**src/sv/gww_pkg.sv**
```systemverilog
// Shared types and constants for the greedy word wrap block.
// Used by the controller, the datapath and the top level; no dependencies.
package gww_pkg;

  localparam int WORD_BUFFER = 48;

  localparam logic [5:0] LINE_WIDTH_RESET = 6'd47;

  localparam logic [7:0] CH_NL    = 8'h0A;
  localparam logic [7:0] CH_SPACE = 8'h20;

  // Output byte source selected by the controller
  localparam logic [1:0] SRC_PRE  = 2'd0;
  localparam logic [1:0] SRC_WORD = 2'd1;
  localparam logic [1:0] SRC_NL   = 2'd2;

  typedef struct packed {
    logic [7:0] char_in;
    logic       text_end;
  } in_item_t;

  typedef struct packed {
    logic [7:0] char_out;
    logic       run_last;
    logic       text_done;
    logic       word_too_long;
  } out_item_t;

  typedef struct packed {
    logic       take;
    logic       emit;
    logic [1:0] src;
    logic       last;
    logic       done;
  } cmd_t;

  typedef struct packed {
    logic pre_en;
    logic word_en;
    logic para_en;
    logic fin_en;
    logic word_last;
    logic out_free;
  } status_t;

endpackage

```
**src/sv/gww_ram.sv**
```systemverilog
// Generic single-port-write, single-port-read RAM with registered read data.
// No dependencies.
module gww_ram #(
  parameter int WIDTH = 8,
  parameter int DEPTH = 48
) (
  input  logic                     clk,
  input  logic                     we,
  input  logic [$clog2(DEPTH)-1:0] waddr,
  input  logic [WIDTH-1:0]         wdata,
  input  logic [$clog2(DEPTH)-1:0] raddr,
  output logic [WIDTH-1:0]         rdata
);

  logic [WIDTH-1:0] mem_r [DEPTH];
  logic [WIDTH-1:0] rdata_r;

  always_ff @(posedge clk) begin
    if (we) begin
      mem_r[waddr] <= wdata;
    end
    rdata_r <= mem_r[raddr];
  end

  assign rdata = rdata_r;

endmodule

```
**src/sv/gww_ctrl.sv**
```systemverilog
// Sequencer for the word wrap block: accepts one byte, then walks the
// emission phases of its plan. Depends on gww_pkg.
module gww_ctrl (
  input  logic            clk,
  input  logic            rst_n,
  input  logic            in_valid,
  output logic            in_stall,
  input  gww_pkg::status_t status,
  output gww_pkg::cmd_t    cmd
);

  localparam logic [2:0] S_IDLE  = 3'd0;
  localparam logic [2:0] S_LOAD  = 3'd1;
  localparam logic [2:0] S_PRE   = 3'd2;
  localparam logic [2:0] S_WORD  = 3'd3;
  localparam logic [2:0] S_PARA1 = 3'd4;
  localparam logic [2:0] S_PARA2 = 3'd5;
  localparam logic [2:0] S_FIN   = 3'd6;

  logic [2:0] state_r;
  logic [2:0] state_nxt;
  logic [2:0] after;
  logic       emitting;

  // First enabled phase in emission order
  function automatic logic [2:0] pick(input logic p, input logic w,
                                      input logic pa, input logic f);
    logic [2:0] s;
    if (p) begin
      s = S_PRE;
    end else if (w) begin
      s = S_WORD;
    end else if (pa) begin
      s = S_PARA1;
    end else if (f) begin
      s = S_FIN;
    end else begin
      s = S_IDLE;
    end
    return s;
  endfunction

  always_comb begin
    state_nxt = state_r;
    after     = S_IDLE;
    emitting  = 1'b0;
    cmd       = '0;
    cmd.src   = gww_pkg::SRC_NL;
    case (state_r)
      S_IDLE: begin
        cmd.take = in_valid;
        if (in_valid) begin
          state_nxt = S_LOAD;
        end
      end
      S_LOAD: begin
        // word store read settles here
        state_nxt = pick(status.pre_en, status.word_en, status.para_en, status.fin_en);
      end
      S_PRE: begin
        emitting = 1'b1;
        cmd.src  = gww_pkg::SRC_PRE;
        after    = pick(1'b0, status.word_en, status.para_en, status.fin_en);
      end
      S_WORD: begin
        emitting = 1'b1;
        cmd.src  = gww_pkg::SRC_WORD;
        after    = status.word_last ? pick(1'b0, 1'b0, status.para_en, status.fin_en)
                                    : S_WORD;
      end
      S_PARA1: begin
        emitting = 1'b1;
        after    = S_PARA2;
      end
      S_PARA2: begin
        emitting = 1'b1;
        after    = pick(1'b0, 1'b0, 1'b0, status.fin_en);
      end
      S_FIN: begin
        emitting = 1'b1;
        cmd.done = 1'b1;
        after    = S_IDLE;
      end
      default: begin
        state_nxt = S_IDLE;
      end
    endcase
    if (emitting && status.out_free) begin
      cmd.emit  = 1'b1;
      cmd.last  = (after == S_IDLE);
      state_nxt = after;
    end
  end

  always_ff @(posedge clk) begin
    if (!rst_n) begin
      state_r <= S_IDLE;
    end else begin
      state_r <= state_nxt;
    end
  end

  assign in_stall = (state_r != S_IDLE);

endmodule

```
**src/sv/gww_dp.sv**
```systemverilog
// Datapath of the word wrap block: line/word state, emission plan, word
// store, output register and the line width register. Depends on gww_pkg, gww_ram.
module gww_dp #(
  parameter int WORD_BUFFER = gww_pkg::WORD_BUFFER
) (
  input  logic               clk,
  input  logic               rst_n,
  input  gww_pkg::in_item_t  in_data,
  input  gww_pkg::cmd_t      cmd,
  output gww_pkg::status_t   status,
  output logic               out_valid,
  input  logic               out_stall,
  output gww_pkg::out_item_t out_data,
  input  logic               cfg_wr,
  input  logic               cfg_sel0,
  input  logic [5:0]         cfg_wdata,
  output logic [5:0]         cfg_rdata
);

  localparam int AW = $clog2(WORD_BUFFER);
  localparam int NW = $clog2(WORD_BUFFER + 1);
  localparam int SW = AW + 1;
  localparam int EW = (AW > 6) ? AW : 6;

  logic [5:0]    lw_r;
  logic [AW-1:0] ll_r, ll_nxt;
  logic [AW-1:0] wl_r, wl_nxt;
  logic [1:0]    nr_r, nr_nxt;
  logic          st_r, st_nxt;
  logic          err_r, err_nxt;

  logic          pre_en_r, pre_en_nxt;
  logic [7:0]    pre_ch_r, pre_ch_nxt;
  logic [NW-1:0] n_r, n_nxt;
  logic          para_r, para_nxt;
  logic          fin_r;

  logic [AW-1:0] idx_r, idx_nxt;
  logic          word_last;
  logic [7:0]    rdata;

  logic          out_valid_r, out_valid_nxt;
  gww_pkg::out_item_t out_data_r;
  logic [7:0]    out_ch;

  logic [7:0]    c;
  logic          fin;
  logic          ws;
  logic          full;
  logic          we;
  logic          st_e;
  logic [AW-1:0] wl_e;
  logic [EW-1:0] w_ext;
  logic [AW-1:0] w;
  logic [SW-1:0] sum;

  assign c   = in_data.char_in;
  assign fin = in_data.text_end;

  // Effective width: zero counts as one, capped below the buffer size
  always_comb begin
    if (lw_r == '0) begin
      w_ext = EW'(1);
    end else if (EW'(lw_r) > EW'(WORD_BUFFER - 1)) begin
      w_ext = EW'(WORD_BUFFER - 1);
    end else begin
      w_ext = EW'(lw_r);
    end
    w = w_ext[AW-1:0];
  end

  assign ws   = (c == 8'h20) || ((c >= 8'h09) && (c <= 8'h0D));
  assign full = !ws && !st_r && (wl_r == AW'(WORD_BUFFER - 1));

  always_comb begin
    if (ws) begin
      wl_e = wl_r;
      st_e = st_r;
    end else begin
      wl_e = (st_r || full) ? '0 : wl_r + AW'(1);
      st_e = st_r || full;
    end
    sum = SW'(ll_r) + SW'(1) + SW'(wl_e);

    pre_en_nxt = 1'b0;
    pre_ch_nxt = c;
    n_nxt      = '0;
    para_nxt   = 1'b0;
    ll_nxt     = ll_r;
    wl_nxt     = wl_r;
    st_nxt     = st_r;
    err_nxt    = err_r;
    nr_nxt     = nr_r;
    we         = 1'b0;

    if (!ws) begin
      nr_nxt = '0;
      if (st_r) begin
        pre_en_nxt = 1'b1;
      end else begin
        we = 1'b1;
        if (full) begin
          // buffer overflow: dump it and stream the rest of the word
          err_nxt    = 1'b1;
          pre_en_nxt = (ll_r != '0);
          pre_ch_nxt = gww_pkg::CH_NL;
          n_nxt      = NW'(WORD_BUFFER);
          wl_nxt     = '0;
          st_nxt     = 1'b1;
        end else begin
          wl_nxt = wl_r + AW'(1);
        end
      end
    end

    // Place the pending word
    if (ws || fin) begin
      if (st_e) begin
        ll_nxt = w;
        st_nxt = 1'b0;
      end else if (wl_e != '0) begin
        n_nxt  = NW'(wl_e);
        wl_nxt = '0;
        if (wl_e > w) begin
          err_nxt    = 1'b1;
          pre_en_nxt = (ll_r != '0);
          pre_ch_nxt = gww_pkg::CH_NL;
          ll_nxt     = w;
        end else if (ll_r == '0) begin
          ll_nxt = wl_e;
        end else if (sum <= SW'(w)) begin
          pre_en_nxt = 1'b1;
          pre_ch_nxt = gww_pkg::CH_SPACE;
          ll_nxt     = sum[AW-1:0];
        end else begin
          pre_en_nxt = 1'b1;
          pre_ch_nxt = gww_pkg::CH_NL;
          ll_nxt     = wl_e;
        end
      end
    end

    if (ws && (c == gww_pkg::CH_NL)) begin
      if (nr_r == 2'd1) begin
        nr_nxt   = 2'd2;
        para_nxt = (ll_nxt != '0);
        ll_nxt   = '0;
      end else if (nr_r == 2'd0) begin
        nr_nxt = 2'd1;
      end
    end

    if (fin) begin
      ll_nxt = '0;
      nr_nxt = '0;
      wl_nxt = '0;
      st_nxt = 1'b0;
    end
  end

  always_ff @(posedge clk) begin
    if (!rst_n) begin
      ll_r     <= '0;
      wl_r     <= '0;
      nr_r     <= '0;
      st_r     <= 1'b0;
      err_r    <= 1'b0;
      pre_en_r <= 1'b0;
      n_r      <= '0;
      para_r   <= 1'b0;
      fin_r    <= 1'b0;
    end else if (cmd.take) begin
      ll_r     <= ll_nxt;
      wl_r     <= wl_nxt;
      nr_r     <= nr_nxt;
      st_r     <= st_nxt;
      err_r    <= err_nxt;
      pre_en_r <= pre_en_nxt;
      n_r      <= n_nxt;
      para_r   <= para_nxt;
      fin_r    <= fin;
    end
  end

  always_ff @(posedge clk) begin
    if (cmd.take) begin
      pre_ch_r <= pre_ch_nxt;
    end
  end

  always_ff @(posedge clk) begin
    if (!rst_n) begin
      lw_r <= gww_pkg::LINE_WIDTH_RESET;
    end else if (cfg_wr && cfg_sel0) begin
      lw_r <= cfg_wdata;
    end
  end

  assign cfg_rdata = cfg_sel0 ? lw_r : '0;

  // Read address is idx_nxt so the registered RAM data tracks idx_r
  assign word_last = ((NW'(idx_r) + NW'(1)) == n_r);

  always_comb begin
    if (cmd.take) begin
      idx_nxt = '0;
    end else if (cmd.emit && (cmd.src == gww_pkg::SRC_WORD) && !word_last) begin
      idx_nxt = idx_r + AW'(1);
    end else begin
      idx_nxt = idx_r;
    end
  end

  always_ff @(posedge clk) begin
    if (!rst_n) begin
      idx_r <= '0;
    end else begin
      idx_r <= idx_nxt;
    end
  end

  gww_ram #(
    .WIDTH (8),
    .DEPTH (WORD_BUFFER)
  ) u_word_store (
    .clk   (clk),
    .we    (we && cmd.take),
    .waddr (wl_r),
    .wdata (c),
    .raddr (idx_nxt),
    .rdata (rdata)
  );

  always_comb begin
    case (cmd.src)
      gww_pkg::SRC_PRE:  out_ch = pre_ch_r;
      gww_pkg::SRC_WORD: out_ch = rdata;
      gww_pkg::SRC_NL:   out_ch = gww_pkg::CH_NL;
      default:           out_ch = gww_pkg::CH_NL;
    endcase
  end

  assign out_valid_nxt = cmd.emit ? 1'b1 : (out_stall ? out_valid_r : 1'b0);

  always_ff @(posedge clk) begin
    if (!rst_n) begin
      out_valid_r <= 1'b0;
    end else begin
      out_valid_r <= out_valid_nxt;
    end
  end

  always_ff @(posedge clk) begin
    if (cmd.emit) begin
      out_data_r.char_out      <= out_ch;
      out_data_r.run_last      <= cmd.last;
      out_data_r.text_done     <= cmd.done;
      out_data_r.word_too_long <= err_r;
    end
  end

  assign out_valid = out_valid_r;
  assign out_data  = out_data_r;

  assign status.pre_en    = pre_en_r;
  assign status.word_en   = (n_r != '0);
  assign status.para_en   = para_r;
  assign status.fin_en    = fin_r;
  assign status.word_last = word_last;
  assign status.out_free  = !out_valid_r || !out_stall;

endmodule

```
**src/sv/greedy_word_wrap.sv**
```systemverilog
// Greedy word wrap: one input byte at a time, wrapped text out one byte per result.
// A byte is accepted in S_IDLE, then walks S_LOAD and its emission states; in_stall
// holds off new bytes until S_IDLE. Results pass the output register, one byte
// per cycle unless out_stall holds it, from the single read port of the word store.
// Reset (rst_n, synchronous) clears line, word and error state and sets
// line_width to 47; the word store needs no clearing pass.
module greedy_word_wrap #(
  parameter int WORD_BUFFER = gww_pkg::WORD_BUFFER
) (
  input  logic               clk,
  input  logic               rst_n,
  input  logic               in_valid,
  output logic               in_stall,
  input  gww_pkg::in_item_t  in_data,
  output logic               out_valid,
  input  logic               out_stall,
  output gww_pkg::out_item_t out_data,
  input  logic               cfg_psel,
  input  logic               cfg_penable,
  input  logic               cfg_pwrite,
  input  logic [2:0]         cfg_paddr,
  input  logic [31:0]        cfg_pwdata,
  output logic [31:0]        cfg_prdata,
  output logic               cfg_pready
);

  gww_pkg::cmd_t    cmd;
  gww_pkg::status_t status;
  logic             cfg_wr;
  logic [5:0]       cfg_rdata;

  assign cfg_pready = 1'b1;
  assign cfg_wr     = cfg_psel && cfg_penable && cfg_pwrite;
  assign cfg_prdata = {26'd0, cfg_rdata};

  gww_ctrl u_ctrl (
    .clk      (clk),
    .rst_n    (rst_n),
    .in_valid (in_valid),
    .in_stall (in_stall),
    .status   (status),
    .cmd      (cmd)
  );

  gww_dp #(
    .WORD_BUFFER (WORD_BUFFER)
  ) u_dp (
    .clk       (clk),
    .rst_n     (rst_n),
    .in_data   (in_data),
    .cmd       (cmd),
    .status    (status),
    .out_valid (out_valid),
    .out_stall (out_stall),
    .out_data  (out_data),
    .cfg_wr    (cfg_wr),
    .cfg_sel0  (cfg_paddr[2] == 1'b0),
    .cfg_wdata (cfg_pwdata[5:0]),
    .cfg_rdata (cfg_rdata)
  );

endmodule
```
**config.mk**
```make
export PLATFORM = sky130hd
export DESIGN_NAME = greedy_word_wrap
export DESIGN_NICKNAME = d
export VERILOG_FILES = /design/src/sv/gww_pkg.sv /design/src/sv/gww_ram.sv /design/src/sv/gww_ctrl.sv /design/src/sv/gww_dp.sv /design/src/sv/greedy_word_wrap.sv
export SDC_FILE = /design/constraint.sdc
export NUM_CORES = 1
export LEC_CHECK = 0
export BUFFER_PORTS_ARGS = -buffer_cell sky130_fd_sc_hd__buf_2
export CORE_MARGIN = 2
export CORE_UTILIZATION = 50
export DETAILED_ROUTE_END_ITERATION = 10
export GPL_ROUTABILITY_DRIVEN = 0
export HOLD_SLACK_MARGIN = 0.03
export PLACE_DENSITY = 0.74
export SLEW_MARGIN = 20
export SYNTH_ARGS = -nofsm -noshare
export SYNTH_HDL_FRONTEND = slang
export SYNTH_HIERARCHICAL = 1
export SYNTH_SLANG_ARGS = --single-unit
```
**constraint.sdc**
```tcl
create_clock -name clk -period 9 [get_ports clk]
set_input_delay 0.9 -clock clk [delete_from_list [all_inputs] [get_ports clk]]
set_output_delay 0.9 -clock clk [all_outputs]
set_load 0.01 [all_outputs]
```
# [Word level (Yosys, flattened, before mapping)]
# Memory sizes are Yosys's and may differ from the RTL's. A register that Yosys moved wholly into a read port is not among the register bits.
# Cells that the tools add are included.
[word_totals] output_inout_bits=46 n_memories=1 elab_cells=165 mem_bits_rw=384 register_bits=60 in_bits=51 latchBits=0 rom_bits=0
[op_classes] magnitude_cmp=5 n_addsub=4 eq_ne=15 multipliers=0 div=0 shift=0 mux=88 bitwise=1 reduce_logical=33
[mem_list] name="u_dp.u_word_store.mem_r" depth=48 word_bits=8 read_ports=1 rd_clocked_by_memory_dff=1 wr=1 line_no="gww_ram.sv:15" rtl="logic [WIDTH-1:0] mem_r [DEPTH];"
[ops] operator="two-way mux 6 bit" count=30
[ops] operator="two-way mux 8 bit" count=8
[ops] operator="two-way mux 1 bit" count=34
[ops] operator="nonzero test 6 bit" count=4
[ops] operator="two-way mux 3 bit" count=7
[ops] operator="case mux 8 bit (2 select lines)" count=1
[ops] operator="adder 6 x 1 -> 6 bit (second input constant)" count=2
[ops] operator="zero test 6 bit" count=2
[ops] operator="case mux 3 bit (4 select lines)" count=1
[ops] operator="logical AND 1 bit" count=11
[ops] operator="two-way mux 2 bit" count=5
[ops] operator="equality test 3 bit (second input constant)" count=3
[ops] operator="case mux 3 bit (3 select lines)" count=1
[ops] operator="equality test 8 x 4 -> 1 bit (second input constant)" count=1
[ops] operator="equality test 8 x 6 -> 1 bit (second input constant)" count=1
[ops] operator="greater-or-equal comparator 8 x 4 -> 1 bit (second input constant)" count=1
[ops] operator="<= comparator 8 x 4 -> 1 bit (second input constant)" count=1
[ops] operator="adder 6 x 1 -> 7 bit (second input constant)" count=1
[ops] operator="adder 7 x 6 -> 7 bit" count=1
[ops] operator="<= comparator 7 x 6 -> 1 bit" count=1
[ops] operator="equality test 3 x 2 -> 1 bit (second input constant)" count=2
[ops] operator="equality test 6 bit" count=1
[ops] operator="equality test 6 bit (second input constant)" count=1
[ops] operator="> comparator 6 bit" count=1
[ops] operator="other kinds (14)" count=25

# [Longest topological paths before layout]
[logic_depth] depth_word=20 ltp_mapped=22 ltp_nobuf=22

# [Modules after synthesis]
# The synthesis kept the hierarchy.
[by_module_without_submodules] mod="gww_ram" cells_each=793 seq_area_each_um2=11691.2 n_inst=1 area_each_um2=15349.7
[by_module_without_submodules] mod="gww_dp" cells_each=446 seq_area_each_um2=1331.3 n_inst=1 area_each_um2=3871.2
[by_module_without_submodules] mod="gww_ctrl" cells_each=56 seq_area_each_um2=60.1 n_inst=1 area_each_um2=406.6
[by_module_without_submodules] mod="greedy_word_wrap" cells_each=31 seq_area_each_um2=0.0 n_inst=1 area_each_um2=220.2

# [Worst setup path after synthesis]
# OpenSTA, ideal clock, no wires.
[synth_path] path_kind="input to register" startpoint="in in_data[1] in the netlist's numbering" endpoint="reg u_dp.para_r" arrival_time_ps=5453 path_stages=20 required_ps=8878 setup_slack_ps=3426 path_buffers=0 cell_sequence="or4b_4 > a211oi_4 > nor3_1 > a22o_1 > inv_1 > ha_1 > inv_1 > fa_1 > a21oi_1 > o21bai_1 > xor2_1 > ha_1 > a211oi_1 > a21oi_1 > nor4_2 > mux2_2 > a211oi_1 > a221o_1 > nand4_1 > o311a_1"
[synth_between] elab_chain_len=20
[synth_lines] item="start, declared" line_no="greedy_word_wrap.sv:14" rtl="input gww_pkg::in_item_t in_data,"
[synth_lines] item="greater-or-equal comparator 8 x 4 -> 1 bit / <= comparator 8 x 4 -> 1 bit (equally long branches)" line_no="gww_dp.sv:72" rtl="assign ws = (c == 8'h20) || ((c >= 8'h09) && (c <= 8'h0D));"
[synth_lines] item="logical AND 1 bit" line_no="gww_dp.sv:72"
[synth_lines] item="logical OR 1 bit" line_no="gww_dp.sv:72"
[synth_lines] item="zero test 1 bit" line_no="gww_dp.sv:73" rtl="assign full = !ws && !st_r && (wl_r == AW'(WORD_BUFFER - 1));"
[synth_lines] item="logical AND 1 bit (2 in series)" line_no="gww_dp.sv:73"
[synth_lines] item="logical OR 1 bit" line_no="gww_dp.sv:80, gww_dp.sv:81"
[synth_lines] item="two-way mux 6 bit" line_no="gww_dp.sv:80" rtl="wl_e = (st_r || full) ? '0 : wl_r + AW'(1);"
[synth_lines] item="two-way mux 6 bit" line_no="gww_dp.sv:76" rtl="if (ws) begin"
[synth_lines] item="[... 3 more ...]"
[synth_lines] item="two-way mux 6 bit" line_no="gww_dp.sv:129" rtl="end else if (ll_r == '0) begin"
[synth_lines] item="two-way mux 6 bit" line_no="gww_dp.sv:124" rtl="if (wl_e > w) begin"
[synth_lines] item="two-way mux 6 bit" line_no="gww_dp.sv:121" rtl="end else if (wl_e != '0) begin"
[synth_lines] item="two-way mux 6 bit" line_no="gww_dp.sv:118" rtl="if (st_e) begin"
[synth_lines] item="two-way mux 6 bit" line_no="gww_dp.sv:117" rtl="if (ws || fin) begin"
[synth_lines] item="nonzero test 6 bit" line_no="gww_dp.sv:146" rtl="para_nxt = (ll_nxt != '0);"
[synth_lines] item="two-way mux 1 bit" line_no="gww_dp.sv:144" rtl="if (nr_r == 2'd1) begin"
[synth_lines] item="two-way mux 1 bit (*)" line_no="gww_dp.sv:143" rtl="if (ws && (c == gww_pkg::CH_NL)) begin"
[synth_lines] item="end signal, assigned" line_no="gww_dp.sv:180" rtl="para_r <= para_nxt;"
[synth_lines] item="end, declared" line_no="gww_dp.sv:35" rtl="logic para_r, para_nxt;"
# Mark *: on every way between the ends. The rest lies on a longest branch, timed or not.
# A chain may end at the register's enable or synchronous reset.

# [Final worst setup path]
[layout_path] startpoint="in in_data[4] in the netlist's numbering" endpoint="reg u_dp.para_r"
# Same word-level chain as after synthesis.

==> key figures <==
Clock tree
  • Clock Pin Slew Worst Setup and Hold Paths: 0.06 ns
  • Clk_lat worst skew: 0.58 ns
  • Post-cts sizing count: 0
  • Hold Buf Count CTS: 0
  • Postcts setup bufs: 0
  • H-tree depth: 2
  • Clk root buf: clkbuf_16
  • CTS Sinks: 452
  • Clock Tree Buf Depth: 3
  • CTS buffer count: 46
  • CTS tree: done

Worst setup path
  • CP Capture Type: flop
  • Reg2Reg Depth: 21
  • Largest fanout on the critical path: 53
  • Worst Path Class, Setup: primary input to flop
  • CP Launch Point: in_data[4]
  • Crit-path cells: buf_2 -> or3b_2 -> nor3_2 -> nor3_1 -> a22o_1 -> inv_1 -> ha_1 -> inv_1 -> fa_1 -> a21oi_1 -> o21bai_1 -> xor2_1 -> ha_1 -> a211oi_1 -> a21oi_1 -> nor4_2 -> mux2_2 -> a211oi_1 -> a221o_1 -> nand4_1 -> o311a_1
  • Startpoint type of the worst setup path: primary input
  • WP data arrival: 6.74 ns
  • Crit-path slowest cell: buf_2
  • Max stage delay on crit path: 0.65 ns
  • Reg2reg start: u_dp/wl_r[0]
  • Crit path required time: 9.45 ns
  • FF-to-FF End: u_dp/para_r
  • Worst setup endpoint: u_dp/para_r
  • R2R Setup Slk: 2.94 ns

Finish
  • Filler Cell Count: 3062
  • Area of the multi-input gates: 6180 um^2
  • Commonest non-fill, non-tap cells in the layout: edfxtp_1, mux2i_1, nor2_1
  • Commonest non-fill, non-tap cell in the layout: edfxtp_1
  • Nets@finish: 1437
  • Post-synthesis to final-layout area growth: 10.4%
  • Share of layout cells above drive strength 1: 15.3%
  • Register area: 13100 um^2
  • Post-Layout Cell Count: 1919
  • Ant diodes: 0

STA
  • Tcrit/Tclk final: 69.8%
  • Finish-stage setup viols: 0
  • Final TNS setup: 0 ns
  • Post-route minimum period: 6.29 ns
  • RSZ-0062 raised after global routing: no
  • Final hold vios: 0
  • Setup WS post-layout: 2.71 ns
  • Fmax: 159 MHz
  • Final slew viol count: 0
  • Worst-case clock skew: 0.0190 ns
  • Relative slew slack: 32.7%
  • Slew @ Worst Pin: 1.01 ns

Synthesis
  • Post-synth EDFFs: 403
  • Synth warn: 6
  • Synth Cell Area: 19800 um^2
  • Yosys cell types: 84
  • Top_reg_cell synth: edfxtp_1
  • Synthesized instance count: 1326
  • Synthesized flop and latch total: 452
  • Syn_area_per_cell: 15.0 um^2
  • Async SR Flop Fraction: 0%
  • Register area share after synthesis: 65.9%

Floorplan
  • Die W: 203 um
  • Full die area: 41300 um^2
  • Initial Utilization: 51.0%
  • IO Count: 97
  • Core ar.: 38900 um^2
  • Die H: 203 um
  • Row Count: 72

Routing
  • Vias: 11567
  • Drt drc: 0
  • ANT nets after route: 0
  • Starting DRT DRC Count: 939
  • Drt total wl: 42.4 mm
  • Post-detailed-route via-to-cell ratio: 6.03
  • Wire length per cell: 22.1 um
  • Number of iterations in the first detailed-routing pass: 6

Pwr
  • Pwr Density: 213 nW/um^2
  • Static leakage: 7.01 nW
  • Internal: 3.59 mW
  • Switching part of the total: 23.1%
  • Switching pwr: 1.08 mW
  • Sequential Power Share: 51.0%
  • Power share of the combinational group: 8.0%
  • Max VDD drop: 0.147 mV
  • Clock power frac: 40.9%

Placement
  • Placed cells: 1835
  • IO Port Bufs: 41
  • Post-DP HPWL: 26.4 mm
  • Pre-CTS setup slack: 2.22 ns

Global routing
  • Antenna violations before repair: 0
  • Largest net degree at the start of global routing: 64
  • Global-route wire length before repair: 65.4 mm
  • Gr usage total: 20.8%
  • Number of global-route vias before repair: 11365
  • Gr ovfl total: 0

Flow run
  • Max cap viols: 0

Run status
  • Status: completed

Worst hold path
  • Hold crit path type: flop to flop
## stage by stage
step,power (mW),hold WS [ns],util [%],area [um^2]
2_1_floorplan,2.68,0.409,-,19900
3_3_place_gp,2.79,0.440,52.4,20400
3_5_place_dp,2.80,0.426,52.4,20400
4_1_cts,4.71,0.441,56.3,21900
5_1_grt,4.83,0.453,56.3,21900
6_report,4.67,0.441,56.3,21900
## registers in the layout, summed over array words and instances (netlist names), 6 cells and up
signal,count
u_dp/pre_ch_r,8
u_dp/ll_r,6
u_dp/lw_r,6
u_dp/out_data,11
u_dp/u_word_store/mem_r,384
u_dp/u_word_store/rdata,8
u_dp/idx_r,6
u_dp/n_r,6
u_dp/wl_r,6
## metal layers
metal  global-route usage, %  vias up  wire length, um
li1                        -     5197                -
met4                    5.71        0              913
met3                    3.72       64             3150
met2                    34.4      481            20600
met5                       0        -                0
met1                    28.4     5825            17700
## worst max-delay path: cells and delay by family
kind / cells / cell delay (ns)
AOI/OAI and AO/OA: 8 / 1.77
buffers and inverters: 3 / 0.83
muxes: 1 / 0.41
and+or+nand+nor: 5 / 1.72
xor gates and xnor gates: 1 / 0.21
adders and majority gates: 3 / 0.88
## final cells by class
| cell class | count | area share [%] |
|---|---|---|
| clock buffers | 49 | 5.31 |
| flip-flops and latches | 452 | 59.7 |
| inverters | 27 | 0.463 |
| multi-input cells | 777 | 28.2 |
| clock inverters | 35 | 1.63 |
| repair buffers | 61 | 1.68 |
| well taps | 518 | 2.96 |
## cell usage after synthesis (all sizes together), types with 6 or more instances
| cell | count | area share, % |
|---|---|---|
| nor2 | 92 | 1.8 |
| xor2 | 7 | 0.31 |
| o21ai | 22 | 0.55 |
| ha | 20 | 1.3 |
| a221oi | 19 | 0.90 |
| a22oi | 38 | 1.4 |
| o22ai | 16 | 0.54 |
| nor2b | 23 | 0.72 |
| nand2 | 54 | 1.1 |
| buf | 70 | 2.6 |
| clkbuf | 25 | 0.48 |
| o31ai | 6 | 0.23 |
| mux4 | 40 | 4.5 |
| xnor2 | 9 | 0.40 |
| dfxtp | 49 | 4.9 |
| mux2i | 144 | 7.3 |
| o41ai | 8 | 0.66 |
| a22o | 18 | 0.79 |
| nand3 | 26 | 0.66 |
| nor3 | 21 | 0.55 |
| inv | 27 | 0.51 |
| a21o | 7 | 0.26 |
| nand4 | 8 | 0.25 |
| a21oi | 36 | 0.98 |
| a211oi | 8 | 0.37 |
| nand2b | 14 | 0.44 |
| o211ai | 6 | 0.25 |
| and3 | 7 | 0.22 |
| edfxtp | 403 | 61 |
| and2 | 29 | 0.91 |
## cell families after synthesis
logic type	synth area share, %
flip-flops	65.9
multiplexers	11.9
adder cells (fa/ha/maj)	1.36
buffers and inverters	3.56
AO/OA/AOI/OAI	8.49
XOR/XNOR	0.706
AND/OR/NAND/NOR	8.02
other	0.0378
## how the worst min path moves through the flow
stage / cells after the start / end / startpoint / slack (ns)
after global routing: 0 / u_dp/out_data[0] / u_dp/err_r / 0.45
after floorplan: 0 / u_dp/out_data[0] / u_dp/err_r / 0.41
after global placement: 0 / u_dp/out_data[0] / u_dp/err_r / 0.44
after detailed placement: 0 / u_dp/out_data[0] / u_dp/err_r / 0.43
final: 0 / u_dp/out_data[0] / u_dp/err_r / 0.44
after CTS: 0 / u_dp/out_data[0] / u_dp/err_r / 0.44
## power groups by stage
| stage | combinational (mW) | clock (mW) | sequential (mW) |
|---|---|---|---|
| floorplan | 0.266 | 0 | 2.42 |
| global placement | 0.361 | 0 | 2.42 |
| detailed placement | 0.372 | 0 | 2.43 |
| CTS | 0.375 | 1.95 | 2.38 |
| global route | 0.410 | 2.04 | 2.39 |
| finish | 0.375 | 1.91 | 2.38 |
Power figures use the tool's default switching activity.
